File: src/hw/rtl/dchl_pkg.sv
// ----------------------------------------------------------------------------
// dchl_pkg: shared constants and crc step functions
// crc polynomials and init values, default sizes and the action codes of the lookup sequencer
// ----------------------------------------------------------------------------
package dchl_pkg;

    localparam int DEF_TABLE_DEPTH = 1024;
    localparam int DEF_MAX_NAME    = 256;

    localparam logic [31:0] POLY_LONG  = 32'h04C1_1DB7;
    localparam logic [15:0] POLY_SHORT = 16'h1021;
    localparam logic [31:0] INIT_LONG  = 32'hFFFF_FFFF;
    localparam logic [15:0] INIT_SHORT = 16'hFFFF;

    // operation codes for the action field
    localparam logic ACT_LOAD = 1'b0;
    localparam logic ACT_CHAR = 1'b1;

    // one byte through the 32-bit crc, msb first
    function automatic logic [31:0] crc32_byte(input logic [31:0] c, input logic [7:0] ch);
        logic [31:0] s;
        s = c ^ {ch, 24'h0};
        for (int k = 0; k < 8; k++) begin
            s = s[31] ? ((s << 1) ^ POLY_LONG) : (s << 1);
        end
        return s;
    endfunction

    // one byte through the 16-bit crc, msb first
    function automatic logic [15:0] crc16_byte(input logic [15:0] c, input logic [7:0] ch);
        logic [15:0] s;
        s = c ^ {ch, 8'h0};
        for (int k = 0; k < 8; k++) begin
            s = s[15] ? ((s << 1) ^ POLY_SHORT) : (s << 1);
        end
        return s;
    endfunction

endpackage

File: src/hw/rtl/dchl_name_cell.sv
// ----------------------------------------------------------------------------
// dchl_name_cell: one character slot of the name shift chain
// in push mode takes the neighbour's byte, in pop mode hands its byte down
// ----------------------------------------------------------------------------
module dchl_name_cell
    import dchl_pkg::*;
(
    input  logic       clk,
    input  logic       push,
    input  logic       pop,
    input  logic [7:0] push_in,
    input  logic [7:0] pop_in,
    output logic [7:0] data
);

    logic [7:0] data_reg;
    logic [7:0] data_next;

    always_comb
    begin
        data_next = data_reg;
        if (push)
        begin
            data_next = push_in;
        end
        else if (pop)
        begin
            data_next = pop_in;
        end
    end

    always_ff @(posedge clk)
    begin
        data_reg <= data_next;
    end

    assign data = data_reg;

endmodule

File: src/hw/rtl/dchl_name_chain.sv
// ----------------------------------------------------------------------------
// dchl_name_chain: row of name cells acting as a stack
// newest character sits in cell 0; pop shifts toward cell 0
// ----------------------------------------------------------------------------
module dchl_name_chain
    import dchl_pkg::*;
#(
    parameter int MAX_NAME = DEF_MAX_NAME
)
(
    input  logic       clk,
    input  logic       push,
    input  logic       pop,
    input  logic [7:0] char_in,
    output logic [7:0] top
);

    logic [7:0] cell_data [MAX_NAME];

    for (genvar g = 0; g < MAX_NAME; g++)
    begin : g_cell
        logic [7:0] push_src;
        logic [7:0] pop_src;
        if (g == 0)
        begin : g_first
            assign push_src = char_in;
        end
        else
        begin : g_rest
            assign push_src = cell_data[g-1];
        end
        if (g == MAX_NAME - 1)
        begin : g_end
            assign pop_src = 8'h00;
        end
        else
        begin : g_mid
            assign pop_src = cell_data[g+1];
        end
        dchl_name_cell u_cell (
            .clk     (clk),
            .push    (push),
            .pop     (pop),
            .push_in (push_src),
            .pop_in  (pop_src),
            .data    (cell_data[g])
        );
    end

    assign top = cell_data[0];

endmodule

File: config.mk
export PLATFORM = sky130hd
export DESIGN_NAME = dchl_name_chain
export DESIGN_NICKNAME = d
export VERILOG_FILES = /design/src/hw/rtl/dchl_pkg.sv /design/src/hw/rtl/dchl_name_cell.sv /design/src/hw/rtl/dchl_name_chain.sv
export SDC_FILE = /design/constraint.sdc
export NUM_CORES = 2
export LEC_CHECK = 0
export BUFFER_PORTS_ARGS = -buffer_cell sky130_fd_sc_hd__buf_2
export CORE_MARGIN = 4
export CORE_UTILIZATION = 25
export DETAILED_ROUTE_END_ITERATION = 6
export GPL_TIMING_DRIVEN = 0
export PLACE_DENSITY = 0.41
export SLEW_MARGIN = 20
export SYNTH_ARGS = -nofsm -noshare
export SYNTH_HDL_FRONTEND = slang
export SYNTH_SLANG_ARGS = --single-unit
File: constraint.sdc
create_clock -name clk -period 32.6 [get_ports clk]
set_clock_uncertainty 0.1 [all_clocks]
set_input_delay 1.63 -clock clk [delete_from_list [all_inputs] [get_ports clk]]
set_output_delay 1.63 -clock clk [all_outputs]
set_load 0.01 [all_outputs]
==> results.md <==
- Dividing the final minimum period by the clock period gives 0.188.
- The area growth from synthesis to final layout is 16.2%.
- The time the worst path needs with I/O delays and setup is 6.14 ns.
- For this block, the routed nets add up to 146 mm of wire.
- For this run, the leading register cell type out of synthesis is sky130_fd_sc_hd__edfxtp_1.
- Clock latency on the worst-skew pair, taken at its later pin, is a little under 0.9 ns.
- The slack of the worst reg-to-reg path is 31.46 ns.
- The total via count after detailed routing is 38,000.
- The synthesized netlist occupies a cell area of 86,800 µm².
- The endpoint identified for the worst register-to-register timing path is g_cell[238].u_cell.data[3].
- VDD sags by at most ~0.042 mV.
- Once detail routing completed, the nets flagged for antenna violations numbered 0.
- The number of nets at the end of the flow is ~4,600.
- The path class of the lowest-slack min-delay path is reg -> reg.
- The final-report setup violation count is 0.
- A synthesized cell averages 20.1 µm².
- The number of global-route vias before repair came to 40,800.
- Buffers placed on the I/O ports in this run total 17.
- The areal power density over the cells is 68.7 nW/µm².
- The number of antenna violations at the first check in global routing is 1.
- The share of synthesized registers carrying an async set or reset is 0.
- Measured along the y axis, the die boundary spans 597 µm.
- The starting utilization of the core area is 0.251.
- The share of the synthesized area in the top cell type is 0.708.
- The total leakage power is between 30 and 40 nW.
- For this run the aggregate overflow at the end of global routing stands at 0.
- Of the total power, the share spent switching nets is 0.221.
- The H-tree was split into 4 levels.
- Dividing the detail-routed wire length by the instance count gives 15.6 µm.
- The worst setup path is captured at a register.
- The most critical setup path has its endpoint at g_cell[145].u_cell.data[2].
- The xor/xnor cell area share of the yosys netlist is 0.
- Ranked by total cell area, the synthesized netlist is headed by sky130_fd_sc_hd__edfxtp_1, sky130_fd_sc_hd__mux2_2, sky130_fd_sc_hd__buf_6, sky130_fd_sc_hd__buf_2, sky130_fd_sc_hd__and2_1.
- Of the total power, combinational logic draws 0.096.
- The worst max-slew margin expressed relative to the limit is 0.450.
- The tool flagged a number of max-cap violations equal to 0.
- The critical path starts at push.
- The number of synthesized flops with an enable pin is 2,048.
- The internal portion of the total power is 5.40 mW.
- The biggest area contributor in the post-synthesis netlist is sky130_fd_sc_hd__edfxtp_1.
- The cts-stage hold buffer count is 0.
- The tree is rooted in a sky130_fd_sc_hd__clkbuf_16.
- The row count is 216.
- In the final layout, the share of cells above drive strength 1 is 0.546.
- The category of the most critical setup path is in -> reg.
- The number of nets in the synthesized netlist is 4,336.
- Of the total power, registers draw 0.547.
- Counting flops and latches in the post-synthesis netlist gives 2,048.
- Derived from the worst setup path, the maximum achievable clock frequency is 163 MHz.
- The core region is 346,000 µm².
- The worst-path maximum fanout is 53.
- The most used standard cell by instance count after synthesis is sky130_fd_sc_hd__edfxtp_1.
- The endpoint required time on the critical path is 33.02 ns.
- The number of cells on the worst reg-to-reg path is 1.
- The quantity of gates resized following cts is 0.
- The flow ran to the end, and the final reports show no timing, DRC or antenna violations.
- The multiplexer area fraction after synthesis is 0.265.
- The worst slack after detailed placement is 25.28 ns.
- The clock group share of total power is 0.357.
- The number of remaining DRC errors is 0.
- The pre-antenna-repair detailed-routing pass consisted of 7 iterations.
- Across all hold checks on the routed design, the worst slack comes to 0.436 ns.
- The die covers around 360,000 µm².
- The number of different library cells used by synthesis comes to 7.
- The worst setup path is launched from a primary input.
- The simple-gate portion of the synthesized area is 0.000648.
- The register with the most flip-flops in the layout has 2,048 of them.
- The first routing iteration left 2,270 violations.
- Yosys printed 0 warnings.
- The number of cells produced by synthesis is 4,325.
- The sum of negative setup slack is 0 ns.
- At the pin with the least slew margin, the transition time is 0.825 ns.
- After clock tree synthesis, the clock-pin slew on the worst setup and hold paths is 0.06 ns.
- In this run the horizontal extent of the chip is approximately 600 µm.
- The switching power of the nets is ~1.5 mW.
- The largest net degree at the start of global routing is 58.
- The number of clock buffers inserted by TritonCTS is 238.
- Across every metal layer, demand over resource in global routing totals 0.0793.
- TritonCTS built the clock tree.
- After synthesis, the most frequently instantiated cells are sky130_fd_sc_hd__edfxtp_1, sky130_fd_sc_hd__mux2_2, sky130_fd_sc_hd__buf_6.
- Setup repair after global routing left no endpoint under its margin.
- The routability congestion estimate is roughly 0.64.
- The number of vias per cell after detailed routing is 4.05.
- The completed layout was analyzed and its total power is slightly below 7 mW.
- The share of the Yosys chip area taken by registers is 0.708.
- The final-report hold violation count came to 0.
- The buffer levels on the longest clock path is 4.
- Of the total synthesized cell area, the portion taken by full adders, half adders and majority gates is 0.
- CTS saw 2,048 sinks.
- The worst path meets setup with around 26 ns of slack.
- The main combinational cell family by area after synthesis is multiplexers.
- The detailed placement HPWL is 94.5 mm.
- The launching point of the worst reg2reg path is g_cell[237].u_cell.data[3].
- At the worst endpoint, the arrival time is ~6.6 ns.
- After clock tree synthesis, the setup repair step added 0 buffers.
- The first-pass GRT wire length is 235 mm.
- The boundary pin count is 19.
- The number of max-slew violations in the final report is 0.
- The complex-gate fraction of the synthesized area is 0.
==> layout make-up <==
| type | count | area (µm²) |
|---|---|---|
| Antenna cell | 1 | 2.50 |
| Tap cell | 4578 | 5730 |
| Fill cell | 33900 | 245000 |
| Clock inverter | 111 | 911 |
| Buffer | 228 | 2320 |
| Timing Repair Buffer | 63 | 1210 |
| Multi-Input combinational cell | 2049 | 23000 |
| Sequential cell | 2048 | 61500 |
| Clock buffer | 309 | 6240 |
==> placed cells by master (no fill, tap or decap), drive strengths merged <==
master    netlist  final
edfxtp       2048   2048
bufinv          0     11
and2            8      8
diode           0      1
buf           227    290
clkbuf          1    310
clkinvlp        0      5
mux2         2040   2040
or2             1      1
inv             0      5
clkinv          0     90
==> per-layer routing <==
| layer | wire length, µm | global-route usage | up-vias |
|---|---|---|---|
| met4 | 3670 | 0.0248 | 0 |
| li1 | - | - | 17900 |
| met5 | 0 | 0 | - |
| met3 | 5080 | 0.0149 | 247 |
| met2 | 64500 | 0.121 | 383 |
| met1 | 72700 | 0.114 | 19500 |
==> worst min path at each step <==
stage	from	slack, ns	depth (start not counted)	to
after floorplan	g_cell[255].u_cell.data[7]	0.42	1	g_cell[254].u_cell.data[7]
after global placement	g_cell[255].u_cell.data[4]	0.43	1	g_cell[254].u_cell.data[4]
after detailed placement	g_cell[254].u_cell.data[6]	0.44	1	g_cell[255].u_cell.data[6]
after CTS	g_cell[21].u_cell.data[1]	0.42	1	g_cell[20].u_cell.data[1]
after global routing	g_cell[74].u_cell.data[4]	0.45	1	g_cell[75].u_cell.data[4]
final	g_cell[21].u_cell.data[1]	0.44	1	g_cell[20].u_cell.data[1]
==> through the flow <==
stage	utilization	instances	cell area, µm²
after floorplan	-	4325	86800
after global placement	0.268	8920	92700
after detailed placement	0.271	8966	93800
after CTS	0.292	9386	101000
after global routing	0.292	9387	101000
final	0.292	9387	101000
==> cell families (layout without fill, tap and decap cells) <==
kind of cell	after synthesis	in the layout
mux	2040	2040
buf+inv	228	711
other cells	0	1
flops	2048	2048
simple gates	9	9
==> critical path: stages <==
cell and delay [ns]:
sky130_fd_sc_hd__buf_2 0.23, sky130_fd_sc_hd__buf_6 0.28, sky130_fd_sc_hd__clkbuf_1 0.66, sky130_fd_sc_hd__or2_4 0.66, sky130_fd_sc_hd__buf_12 0.30, sky130_fd_sc_hd__buf_12 0.28
sky130_fd_sc_hd__buf_16 0.26, sky130_fd_sc_hd__buf_16 0.29, sky130_fd_sc_hd__buf_16 0.29, sky130_fd_sc_hd__buf_12 0.29, sky130_fd_sc_hd__buf_12 0.28, sky130_fd_sc_hd__buf_16 0.29
sky130_fd_sc_hd__buf_12 0.27, sky130_fd_sc_hd__buf_16 0.27
==> power groups by stage <==
stage               registers, mW  logic, mW  clock network, mW
finish                       3.79      0.665               2.48
global route                 3.85      0.733               2.71
CTS                          3.80      0.677               2.60
detailed placement           3.86      0.673                  0
global placement             4.03      0.629                  0
floorplan                    3.83      0.569                  0
No activity file was read; power rests on OpenSTA's default activity.
